File: src/hw/rtl/tpsw_pkg.sv
// Shared types and constants of the timer PWM square-wave synthesizer.
package tpsw_pkg;

  localparam int unsigned CLK_W    = 23;
  localparam int unsigned CEIL_W   = 17;
  localparam int unsigned SAMPLE_W = 15;
  localparam int unsigned CNT_W    = 6;
  localparam int unsigned PER_W    = 9;

  localparam logic [CNT_W-1:0]    MAX_RESULTS     = 6'd57;
  localparam logic [CLK_W-1:0]    DEFAULT_CLOCK   = 23'd600000;
  localparam logic [CEIL_W-1:0]   DEFAULT_CEILING = 17'd20000;
  localparam logic signed [SAMPLE_W-1:0] LEVEL_HIGH = 15'sd9000;
  localparam logic signed [SAMPLE_W-1:0] LEVEL_LOW  = -15'sd9000;
  localparam logic signed [SAMPLE_W-1:0] LEVEL_OFF  = 15'sd0;

  localparam logic CMD_RETUNE = 1'b0;
  localparam logic CMD_TICK   = 1'b1;

  localparam logic REG_CLOCK_FREQ   = 1'b0;
  localparam logic REG_AUDIBLE_CEIL = 1'b1;

  typedef struct packed {
    logic busy;
    logic done;
  } div_status_t;

endpackage

File: src/hw/rtl/tpsw_div.sv
// Shared restoring divider, one quotient bit per cycle.
module tpsw_div #(
  parameter int unsigned NW    = 55,
  parameter int unsigned DV_W  = 25,
  parameter int unsigned STP_W = 6
) (
  input  logic                  clk_i,
  input  logic                  rst_ni,
  input  logic                  start_i,
  input  logic [STP_W-1:0]      steps_i,
  input  logic [NW-1:0]         dividend_i,
  input  logic [DV_W-1:0]       divisor_i,
  output tpsw_pkg::div_status_t status_o,
  output logic [NW-1:0]         quotient_o,
  output logic [DV_W-1:0]       remainder_o
);
  import tpsw_pkg::*;

  logic             busy_q, busy_d;
  logic             done_q, done_d;
  logic [STP_W-1:0] cnt_q, cnt_d;
  logic [NW-1:0]    num_q, num_d;
  logic [NW-1:0]    quo_q, quo_d;
  logic [DV_W-1:0]  den_q, den_d;
  logic [DV_W-1:0]  rem_q, rem_d;

  logic [DV_W:0] trial;
  logic [DV_W:0] diff;
  logic          fits;

  // The dividend enters MSB first; the partial remainder always stays below the divisor.
  assign trial = {rem_q, num_q[NW-1]};
  assign diff  = trial - {1'b0, den_q};
  assign fits  = trial >= {1'b0, den_q};

  always_comb begin
    busy_d = busy_q;
    done_d = 1'b0;
    cnt_d  = cnt_q;
    num_d  = num_q;
    quo_d  = quo_q;
    den_d  = den_q;
    rem_d  = rem_q;
    if (start_i) begin
      busy_d = 1'b1;
      cnt_d  = steps_i;
      num_d  = dividend_i;
      den_d  = divisor_i;
      quo_d  = '0;
      rem_d  = '0;
    end else if (busy_q) begin
      num_d = num_q << 1;
      quo_d = {quo_q[NW-2:0], fits};
      rem_d = fits ? diff[DV_W-1:0] : trial[DV_W-1:0];
      cnt_d = cnt_q - STP_W'(1);
      if (cnt_q == STP_W'(1)) begin
        busy_d = 1'b0;
        done_d = 1'b1;
      end
    end
  end

  always_ff @(posedge clk_i or negedge rst_ni) begin
    if (!rst_ni) begin
      busy_q <= 1'b0;
      done_q <= 1'b0;
      cnt_q  <= '0;
    end else begin
      busy_q <= busy_d;
      done_q <= done_d;
      cnt_q  <= cnt_d;
    end
  end

  always_ff @(posedge clk_i) begin
    num_q <= num_d;
    quo_q <= quo_d;
    den_q <= den_d;
    rem_q <= rem_d;
  end

  assign status_o.busy = busy_q;
  assign status_o.done = done_q;
  assign quotient_o    = quo_q;
  assign remainder_o   = rem_q;

endmodule

File: src/hw/rtl/timer_pwm_square_wave_synth.sv
// Top level of the timer PWM square-wave synthesizer.
// A retune beat that yields a tone passes the check state and then runs the shared
// divider that forms the phase increment; a retune beat that goes silent returns to idle
// from the check state. A tick beat loads the divider and divides the elapsed-cycle
// total by the clock, then for each output sample adds the phase step, then multiplies
// and compares, for up to 57 samples, holding while the output is stalled.
// The input stalls throughout that work; the last sample of a tick may still wait in
// the output register when the next beat is taken. Zero in either configuration
// register selects its default value.
module timer_pwm_square_wave_synth #(
  parameter int unsigned SAMPLE_RATE = 44100,
  parameter int unsigned PHASE_BITS  = 32
) (
  input  logic                                  clk_i,
  input  logic                                  rst_ni,
  input  logic                                  cfg_we_i,
  input  logic                                  cfg_idx_i,
  input  logic [tpsw_pkg::CLK_W-1:0]            cfg_data_i,
  input  logic                                  in_valid_i,
  output logic                                  in_stall_o,
  input  logic                                  cmd_i,
  input  logic                                  timer_run_i,
  input  logic [7:0]                            reload_value_i,
  input  logic [7:0]                            compare_value_i,
  input  logic [8:0]                            cycles_i,
  output logic                                  out_valid_o,
  input  logic                                  out_stall_i,
  output logic signed [tpsw_pkg::SAMPLE_W-1:0]  sample_o,
  output logic                                  last_o
);
  import tpsw_pkg::*;

  localparam int unsigned TOT_W = $clog2((2**CLK_W - 1) + 511 * SAMPLE_RATE + 1);
  localparam int unsigned DEN_W = $clog2(256 * SAMPLE_RATE + 1);
  localparam int unsigned DV_W  = (DEN_W > CLK_W) ? DEN_W : CLK_W;
  localparam int unsigned NW    = (CLK_W + PHASE_BITS > TOT_W) ? CLK_W + PHASE_BITS : TOT_W;
  localparam int unsigned STP_W = $clog2(NW + 1);
  localparam int unsigned PRD_W = PHASE_BITS + PER_W;

  typedef enum logic [5:0] {
    ST_IDLE    = 6'b000001,
    ST_RT_CHK  = 6'b000010,
    ST_RT_DIV  = 6'b000100,
    ST_TK_LOAD = 6'b001000,
    ST_TK_DIV  = 6'b010000,
    ST_SMP_ADV = 6'b100000
  } state_e;

  // One more state would overflow six bits nicely; keep the sample output state separate.
  typedef enum logic [1:0] {
    PH_ADV = 2'b01,
    PH_OUT = 2'b10
  } phase_e;

  state_e state_q, state_d;
  phase_e smp_q, smp_d;

  logic [CLK_W-1:0]  clock_q, clock_d;
  logic [CEIL_W-1:0] ceil_q, ceil_d;

  logic                  tone_on_q, tone_on_d;
  logic [PHASE_BITS-1:0] step_q, step_d;
  logic [PHASE_BITS-1:0] phase_q, phase_d;
  logic [PER_W-1:0]      period_q, period_d;
  logic [7:0]            high_q, high_d;
  logic [CLK_W-1:0]      rem_q, rem_d;
  logic [CNT_W-1:0]      cnt_q, cnt_d;

  logic       run_q;
  logic [7:0] reload_q, compare_q;
  logic [8:0] cyc_q;

  logic                       out_valid_q, out_valid_d;
  logic signed [SAMPLE_W-1:0] sample_q, sample_d;
  logic                       last_q, last_d;

  logic                  in_acc;
  logic                  out_free;
  logic [CLK_W-1:0]      eff_clk;
  logic [CEIL_W-1:0]     eff_ceil;
  logic [PER_W-1:0]      period_c;
  logic [7:0]            high_c;
  logic [CEIL_W+PER_W-1:0] ceil_lim;
  logic [DEN_W-1:0]      den_c;
  logic                  silent_c;
  logic [TOT_W-1:0]      total_c;
  logic [PRD_W-1:0]      prod_c;
  logic                  is_high;

  logic             div_start;
  logic [STP_W-1:0] div_steps;
  logic [NW-1:0]    div_num;
  logic [DV_W-1:0]  div_den;
  div_status_t      div_st;
  logic [NW-1:0]    div_quo;
  logic [DV_W-1:0]  div_rem;

  assign in_stall_o = (state_q != ST_IDLE);
  assign in_acc     = in_valid_i && !in_stall_o;
  assign out_free   = !out_valid_q || !out_stall_i;

  assign eff_clk  = (clock_q == '0) ? DEFAULT_CLOCK : clock_q;
  assign eff_ceil = (ceil_q == '0) ? DEFAULT_CEILING : ceil_q;

  // Retune arithmetic on the captured timer registers.
  assign period_c = 9'd256 - {1'b0, reload_q};
  assign high_c   = (compare_q >= reload_q) ? (compare_q - reload_q) : 8'd0;
  assign ceil_lim = (CEIL_W+PER_W)'(eff_ceil) * (CEIL_W+PER_W)'(period_c);
  assign den_c    = DEN_W'(period_c) * DEN_W'(SAMPLE_RATE);
  assign silent_c = !run_q || (period_c <= 9'd1) || (high_c == 8'd0) ||
                    ({1'b0, high_c} >= period_c) ||
                    ((CEIL_W+PER_W)'(eff_clk) > ceil_lim);

  assign total_c = TOT_W'(rem_q) + TOT_W'(cyc_q) * TOT_W'(SAMPLE_RATE);

  // The sample is high while phase * period < high * 2^PHASE_BITS.
  assign prod_c  = PRD_W'(phase_q) * PRD_W'(period_q);
  assign is_high = prod_c < (PRD_W'(high_q) << PHASE_BITS);

  always_comb begin
    div_start = 1'b0;
    div_steps = STP_W'(TOT_W);
    div_num   = NW'(total_c) << (NW - TOT_W);
    div_den   = DV_W'(eff_clk);
    if (state_q == ST_RT_CHK) begin
      div_start = !silent_c;
      div_steps = STP_W'(CLK_W + PHASE_BITS);
      div_num   = NW'(eff_clk) << (NW - CLK_W);
      div_den   = DV_W'(den_c);
    end else if (state_q == ST_TK_LOAD) begin
      div_start = 1'b1;
    end
  end

  tpsw_div #(
    .NW   (NW),
    .DV_W (DV_W),
    .STP_W(STP_W)
  ) u_div (
    .clk_i      (clk_i),
    .rst_ni     (rst_ni),
    .start_i    (div_start),
    .steps_i    (div_steps),
    .dividend_i (div_num),
    .divisor_i  (div_den),
    .status_o   (div_st),
    .quotient_o (div_quo),
    .remainder_o(div_rem)
  );

  always_comb begin
    clock_d = clock_q;
    ceil_d  = ceil_q;
    if (cfg_we_i) begin
      unique case (cfg_idx_i)
        REG_CLOCK_FREQ:   clock_d = cfg_data_i;
        REG_AUDIBLE_CEIL: ceil_d  = cfg_data_i[CEIL_W-1:0];
        default:          clock_d = clock_q;
      endcase
    end
  end

  always_comb begin
    state_d     = state_q;
    smp_d       = smp_q;
    tone_on_d   = tone_on_q;
    step_d      = step_q;
    phase_d     = phase_q;
    period_d    = period_q;
    high_d      = high_q;
    rem_d       = rem_q;
    cnt_d       = cnt_q;
    out_valid_d = out_valid_q && out_stall_i;
    sample_d    = sample_q;
    last_d      = last_q;

    unique case (state_q)
      ST_IDLE: begin
        if (in_acc) begin
          if (cmd_i == CMD_TICK) begin
            state_d = ST_TK_LOAD;
          end else begin
            tone_on_d = 1'b0;
            state_d   = ST_RT_CHK;
          end
        end
      end
      ST_RT_CHK: begin
        period_d = period_c;
        high_d   = high_c;
        state_d  = silent_c ? ST_IDLE : ST_RT_DIV;
      end
      ST_RT_DIV: begin
        if (div_st.done) begin
          step_d    = div_quo[PHASE_BITS-1:0];
          tone_on_d = 1'b1;
          state_d   = ST_IDLE;
        end
      end
      ST_TK_LOAD: begin
        state_d = ST_TK_DIV;
      end
      ST_TK_DIV: begin
        if (div_st.done) begin
          rem_d = div_rem[CLK_W-1:0];
          // Whole samples beyond the cap are dropped; only the remainder carries over.
          if (div_quo > NW'(MAX_RESULTS)) begin
            cnt_d = MAX_RESULTS;
          end else begin
            cnt_d = div_quo[CNT_W-1:0];
          end
          if (div_quo == '0) begin
            state_d = ST_IDLE;
          end else begin
            smp_d   = PH_ADV;
            state_d = ST_SMP_ADV;
          end
        end
      end
      ST_SMP_ADV: begin
        unique case (smp_q)
          PH_ADV: begin
            if (tone_on_q) begin
              phase_d = phase_q + step_q;
            end
            smp_d = PH_OUT;
          end
          PH_OUT: begin
            if (out_free) begin
              out_valid_d = 1'b1;
              sample_d    = !tone_on_q ? LEVEL_OFF : (is_high ? LEVEL_HIGH : LEVEL_LOW);
              last_d      = (cnt_q == CNT_W'(1));
              cnt_d       = cnt_q - CNT_W'(1);
              smp_d       = PH_ADV;
              if (cnt_q == CNT_W'(1)) begin
                state_d = ST_IDLE;
              end
            end
          end
          default: smp_d = PH_ADV;
        endcase
      end
      default: state_d = ST_IDLE;
    endcase
  end

  always_ff @(posedge clk_i or negedge rst_ni) begin
    if (!rst_ni) begin
      state_q     <= ST_IDLE;
      smp_q       <= PH_ADV;
      clock_q     <= DEFAULT_CLOCK;
      ceil_q      <= DEFAULT_CEILING;
      tone_on_q   <= 1'b0;
      step_q      <= '0;
      phase_q     <= '0;
      period_q    <= '0;
      high_q      <= '0;
      rem_q       <= '0;
      cnt_q       <= '0;
      out_valid_q <= 1'b0;
    end else begin
      state_q     <= state_d;
      smp_q       <= smp_d;
      clock_q     <= clock_d;
      ceil_q      <= ceil_d;
      tone_on_q   <= tone_on_d;
      step_q      <= step_d;
      phase_q     <= phase_d;
      period_q    <= period_d;
      high_q      <= high_d;
      rem_q       <= rem_d;
      cnt_q       <= cnt_d;
      out_valid_q <= out_valid_d;
    end
  end

  always_ff @(posedge clk_i) begin
    if (in_acc) begin
      run_q     <= timer_run_i;
      reload_q  <= reload_value_i;
      compare_q <= compare_value_i;
      cyc_q     <= cycles_i;
    end
    sample_q <= sample_d;
    last_q   <= last_d;
  end

  assign out_valid_o = out_valid_q;
  assign sample_o    = sample_q;
  assign last_o      = last_q;

  a_state_onehot: assert property (@(posedge clk_i) disable iff (!rst_ni)
    $onehot(state_q) && $onehot(smp_q))
    else $error("sequencer state is not one-hot");

  a_div_alive: assert property (@(posedge clk_i) disable iff (!rst_ni)
    (state_q == ST_RT_DIV || state_q == ST_TK_DIV) && !div_st.done |-> div_st.busy)
    else $error("waiting on the divider while it is idle");

  a_tone_valid: assert property (@(posedge clk_i) disable iff (!rst_ni)
    tone_on_q |-> (period_q > 9'd1) && (high_q != 8'd0) && ({1'b0, high_q} < period_q))
    else $error("tone enabled with an unusable period or duty");

  a_count_live: assert property (@(posedge clk_i) disable iff (!rst_ni)
    state_q == ST_SMP_ADV |-> cnt_q != '0)
    else $error("sample loop running with no samples left");

endmodule

File: config.mk
export PLATFORM = sky130hd
export DESIGN_NAME = timer_pwm_square_wave_synth
export DESIGN_NICKNAME = d
export VERILOG_FILES = /design/src/hw/rtl/tpsw_pkg.sv /design/src/hw/rtl/tpsw_div.sv /design/src/hw/rtl/timer_pwm_square_wave_synth.sv
export SDC_FILE = /design/constraint.sdc
export NUM_CORES = 2
export LEC_CHECK = 0
export BUFFER_PORTS_ARGS = -buffer_cell sky130_fd_sc_hd__buf_2
export CAP_MARGIN = 10
export CORE_AREA = 2 2 205 288
export CTS_CLUSTER_DIAMETER = 60
export DETAILED_ROUTE_END_ITERATION = 10
export DIE_AREA = 0 0 207 290
export PLACE_DENSITY = 0.78
export SYNTH_ARGS = -nofsm -noshare
export SYNTH_HDL_FRONTEND = slang
export SYNTH_SLANG_ARGS = --single-unit
File: constraint.sdc
create_clock -name clk_i -period 7.84 [get_ports clk_i]
set_input_delay 0.784 -clock clk_i [delete_from_list [all_inputs] [get_ports clk_i]]
set_output_delay 0.784 -clock clk_i [all_outputs]
set_load 0.05 [all_outputs]
==> results.txt <==
* Outcome: finished, violations left
- Violated checks: negative setup slack
* Worst setup skew after layout: between 0.03 and 0.04 ns
- Slew margin rel.: around 21%
- Actual slew at the worst max-slew pin: roughly 1.2 ns
- Routed length on met2: 46.4 mm
* Combinational family with the most area after synthesis: adder cells
- The share of synthesized area in the top cell type comes to a little over a fifth.
- Number of setup violations in the final report: ~150
- Relative to the synthesized area, the layout overhead comes to 12.7%.
- Data on the critical path is required at its endpoint by around 8.1 ns.
- Iteration-0 DRC Markers: 1545
- After clock tree synthesis, the clock-pin slew on the worst setup and hold paths is ~0.07 ns.
* NumNets Final: 4454
* Dominant cell type by area after synthesis: sky130_fd_sc_hd__fa_1
- Commonest cells in the synthesized netlist: 489 x sky130_fd_sc_hd__inv_1, 434 x sky130_fd_sc_hd__nand2_1, 354 x sky130_fd_sc_hd__fa_1, 338 x sky130_fd_sc_hd__ha_1, 205 x sky130_fd_sc_hd__nor2_1
- Wire length on met1: roughly 31 mm
- The worst setup path is of the flop to flop kind.
- In this run, CTS created clock tree buffers numbering 36.
- Top-level I/O count: 74
* Fraction of synthesized area in multiplexers: roughly 5.8%
- Clk Latency, worst-skew pair: between 0.5 and 0.6 ns
* HPWL reported at the end of detailed placement: 66.0 mm
* Delay of the slowest critical-path stage: about 0.55 ns
* Count of endpoints failing hold in the final timing report: 0
* Critical path endpoint category: flop
* Synth Area in Adders: ~34%
- Number of enable flip-flop cells after synthesis: 79
- Post-synthesis xor/xnor area fraction: approximately 3.5%
- Reg-to-reg slack, setup: -0.18 ns
* Crit share post-route: 102%
* Post-layout worst setup margin: -0.180 ns
- In this run the critical register-to-register path is captured at u_div.num_q[51].
* Netlist area before placement: between 30000 and 40000 um2
* First-pass detailed-route iteration total: 5
- Number of cells in the design after placement: about 4400
- Along the worst path, the maximum fanout reaches 8.
* Tot GR Track Use: around 28%
- # clock sinks: approximately 330
- In this run the worst hold path is classified as input port to async pin.
- Most instantiated library cell after synthesis: sky130_fd_sc_hd__inv_1
- Vertical extent of the die: about 290 um
* Maximum clock insertion buffer count: 3
* Top cell by count, worst path: sky130_fd_sc_hd__fa_1
- Met3 wire length: around 3.9 mm
- The total area inside the core boundary comes to ~57000 um2.
- Share of the synthesized area in compound gates (AO/OA/AOI/OAI): around a tenth
- In this run the tool buffered the top-level ports with 70 buffer cells.
* Total of hold buffers inserted after clock tree synthesis: 0
* Max-cap violation count: 0
* Library cell contributing the largest single delay on the critical path: sky130_fd_sc_hd__fa_1
* Detailed-route wire length per cell: a little under 20 um
* Worst path arrival time: 8.31 ns
- Subtracting the final worst setup slack from the clock period gives 8.02 ns.
- The die covers 60000 um2.
* Unrepaired setup endpoints after global routing: true
- The tree is rooted in a sky130_fd_sc_hd__clkbuf_16.
- Count of placed standard cells in the final layout, fillers left out: 4477
- Post-Synthesis Mean Instance Area: approximately 9.4 um2
* Initial antenna violation count: 1
- The floorplan has approximately 100 rows.
- Max-slew violation count: 0
- The worst setup path is launched from a flop.
* Via total after detailed routing: between 20000 and 30000
* Count of unique library cells instantiated by Yosys: about 80
- The detail route stage leaves a number of antenna-violating nets equal to 0.
- Clock tree from TritonCTS: built
* Async set or reset register ratio after synthesis: between 50% and 60%
* Yosys warnings: 0
- Entering global routing, the biggest net connects between 70 and 80 pins.
* Fmax: ~120 MHz
- Simple logic cell fraction of the synthesized area: 14.7%
- Measured along the x axis, the die boundary spans 207 um.
* Via count of the first global-routing pass: ~27000
- Global routing finished with a remaining overflow of 0.
- At the end of routability-driven placement, the weighted congestion stood at between 0.9 and 1.
- Number of register bits inferred by synthesis: around 330
- In the routed design, unresolved DRC markers number 0.
- Highest metal used: met5
- H-Tree Depth: 2
* Aggregate routed wire length: a little under 90 mm
* Beginning of the worst register-to-register path: ceil_q[9]
- First-pass GRT wire length: between 100 and 150 mm
- Initial core utilization: a little under 60%
* Vias per cell: approximately 5.9
* Number of buffers and inverters on the critical path: 5
- Worst path top cell family by delay: compound AO/OA/AOI/OAI gates
- The most used flip-flop cell after synthesis is sky130_fd_sc_hd__dfrtp_1.
- Post-Route Setup TNS: -15.57 ns
- Tightest hold margin: 0.160 ns
- Counting cells, the worst reg-to-reg path comes to 35.
* Synth area leaders: sky130_fd_sc_hd__fa_1 21%, sky130_fd_sc_hd__ha_1 13%, sky130_fd_sc_hd__dfrtp_1 11%, sky130_fd_sc_hd__edfxtp_1 7.1%, sky130_fd_sc_hd__inv_1 5.5%
- Synthesis produced a netlist whose cell count is 3595.
- Portion of the post-synthesis area used by sequential elements: approximately a quarter
- The post-route netlist has 15.6% of its cells at a drive strength greater than 1.
layer usage:
metal  track usage [%]  vias up
li1                  -    12100
met1              31.4    13100
met2              53.1      904
met3              2.81      337
met4              14.5        2
met5                 0        -
registers in the layout, summed over array words and instances (netlist names), 8 cells and up:
name / count
u_div.quotient_o: 55
phase_q: 32
step_q: 32
u_div.num_q: 25
u_div.den_q: 24
u_div.remainder_o: 24
clock_q: 23
rem_q: 23
ceil_q: 17
cyc_q: 9
period_q: 9
compare_q: 8
high_q: 8
reload_q: 8
worst reg2reg max path, delay by kind of cell (launching register included):
family	cells	cell delay, ns
buffers and inverters	5	0.53
AOI/OAI and AO/OA	15	2.88
adders and majority gates	6	2.55
DFF	1	0.38
and+or+nand+nor	8	1.26
xor gates and xnor gates	1	0.20
cell type report:
type                    instances  area (um2)
multi-input cells            2607       23700
fillers                      4397       19400
flip-flops and latches        326        8180
repair buffers                243        2080
inverters                     490        1850
clock buffers                  46         980
well taps                     742         928
clock inverters                20         213
repair inverters                2        12.5
diodes                          1        2.50
worst max path at each step:
| stage | from | to | cells past startpoint |
|---|---|---|---|
| finish | ceil_q[9] | u_div.num_q[51] | 35 |
| global placement | ceil_q[13] | u_div.remainder_o[0] | 37 |
| floorplan | reload_q[0] | u_div.num_q[42] | 36 |
| global route | ceil_q[6] | u_div.num_q[51] | 36 |
| detailed placement | reload_q[0] | u_div.remainder_o[0] | 34 |
| CTS | reload_q[1] | u_div.num_q[51] | 34 |
cell usage in the layout, fill, tap and decap left out, drive strengths merged, types with 57 or more instances in the layout:
| cell type | synthesis | final |
|---|---|---|
| edfxtp | 79 | 79 |
| o21ai | 148 | 148 |
| clkbuf | 147 | 57 |
| a21o | 61 | 61 |
| nor2 | 206 | 206 |
| inv | 490 | 496 |
| buf | 27 | 232 |
| nand2 | 434 | 434 |
| xnor2 | 82 | 82 |
| dfrtp | 153 | 153 |
| mux2 | 112 | 112 |
| fa | 354 | 354 |
| a21oi | 148 | 148 |
| mux2i | 68 | 68 |
| dfxtp | 79 | 79 |
| and2 | 170 | 170 |
| ha | 338 | 338 |
stage by stage:
step                      setup slack [ns]  utilization [%]  cell area (um2)
after floorplan                     0.0221                -            33700
after global placement              -0.182             61.8            35400
after detailed placement            -0.425             61.8            35400
after CTS                           0.0108             64.2            36800
after global routing                -0.552             66.2            37900
final                               -0.180             66.2            37900
cells by family (layout without fill, tap and decap cells):
logic type / Yosys count / count (layout)
XOR/XNOR: 134 / 134
AO/OA/AOI/OAI: 553 / 553
flip-flops: 326 / 326
buffers and inverters: 664 / 801
AND/OR/NAND/NOR: 1045 / 1045
adder cells (fa/ha/maj): 692 / 692
other: 1 / 4
multiplexers: 180 / 180
what timing repair did:
item                                    in CTS  in global routing
setup buffers                                9                 13
gates resized for setup                     17                188
pin swaps                                   16                111
cloned                                       2                 15
endpoints found under the setup margin     154                162
Power is not shown: default switching activity piles up to over one toggle a cycle in this logic, so the estimate is an artifact.
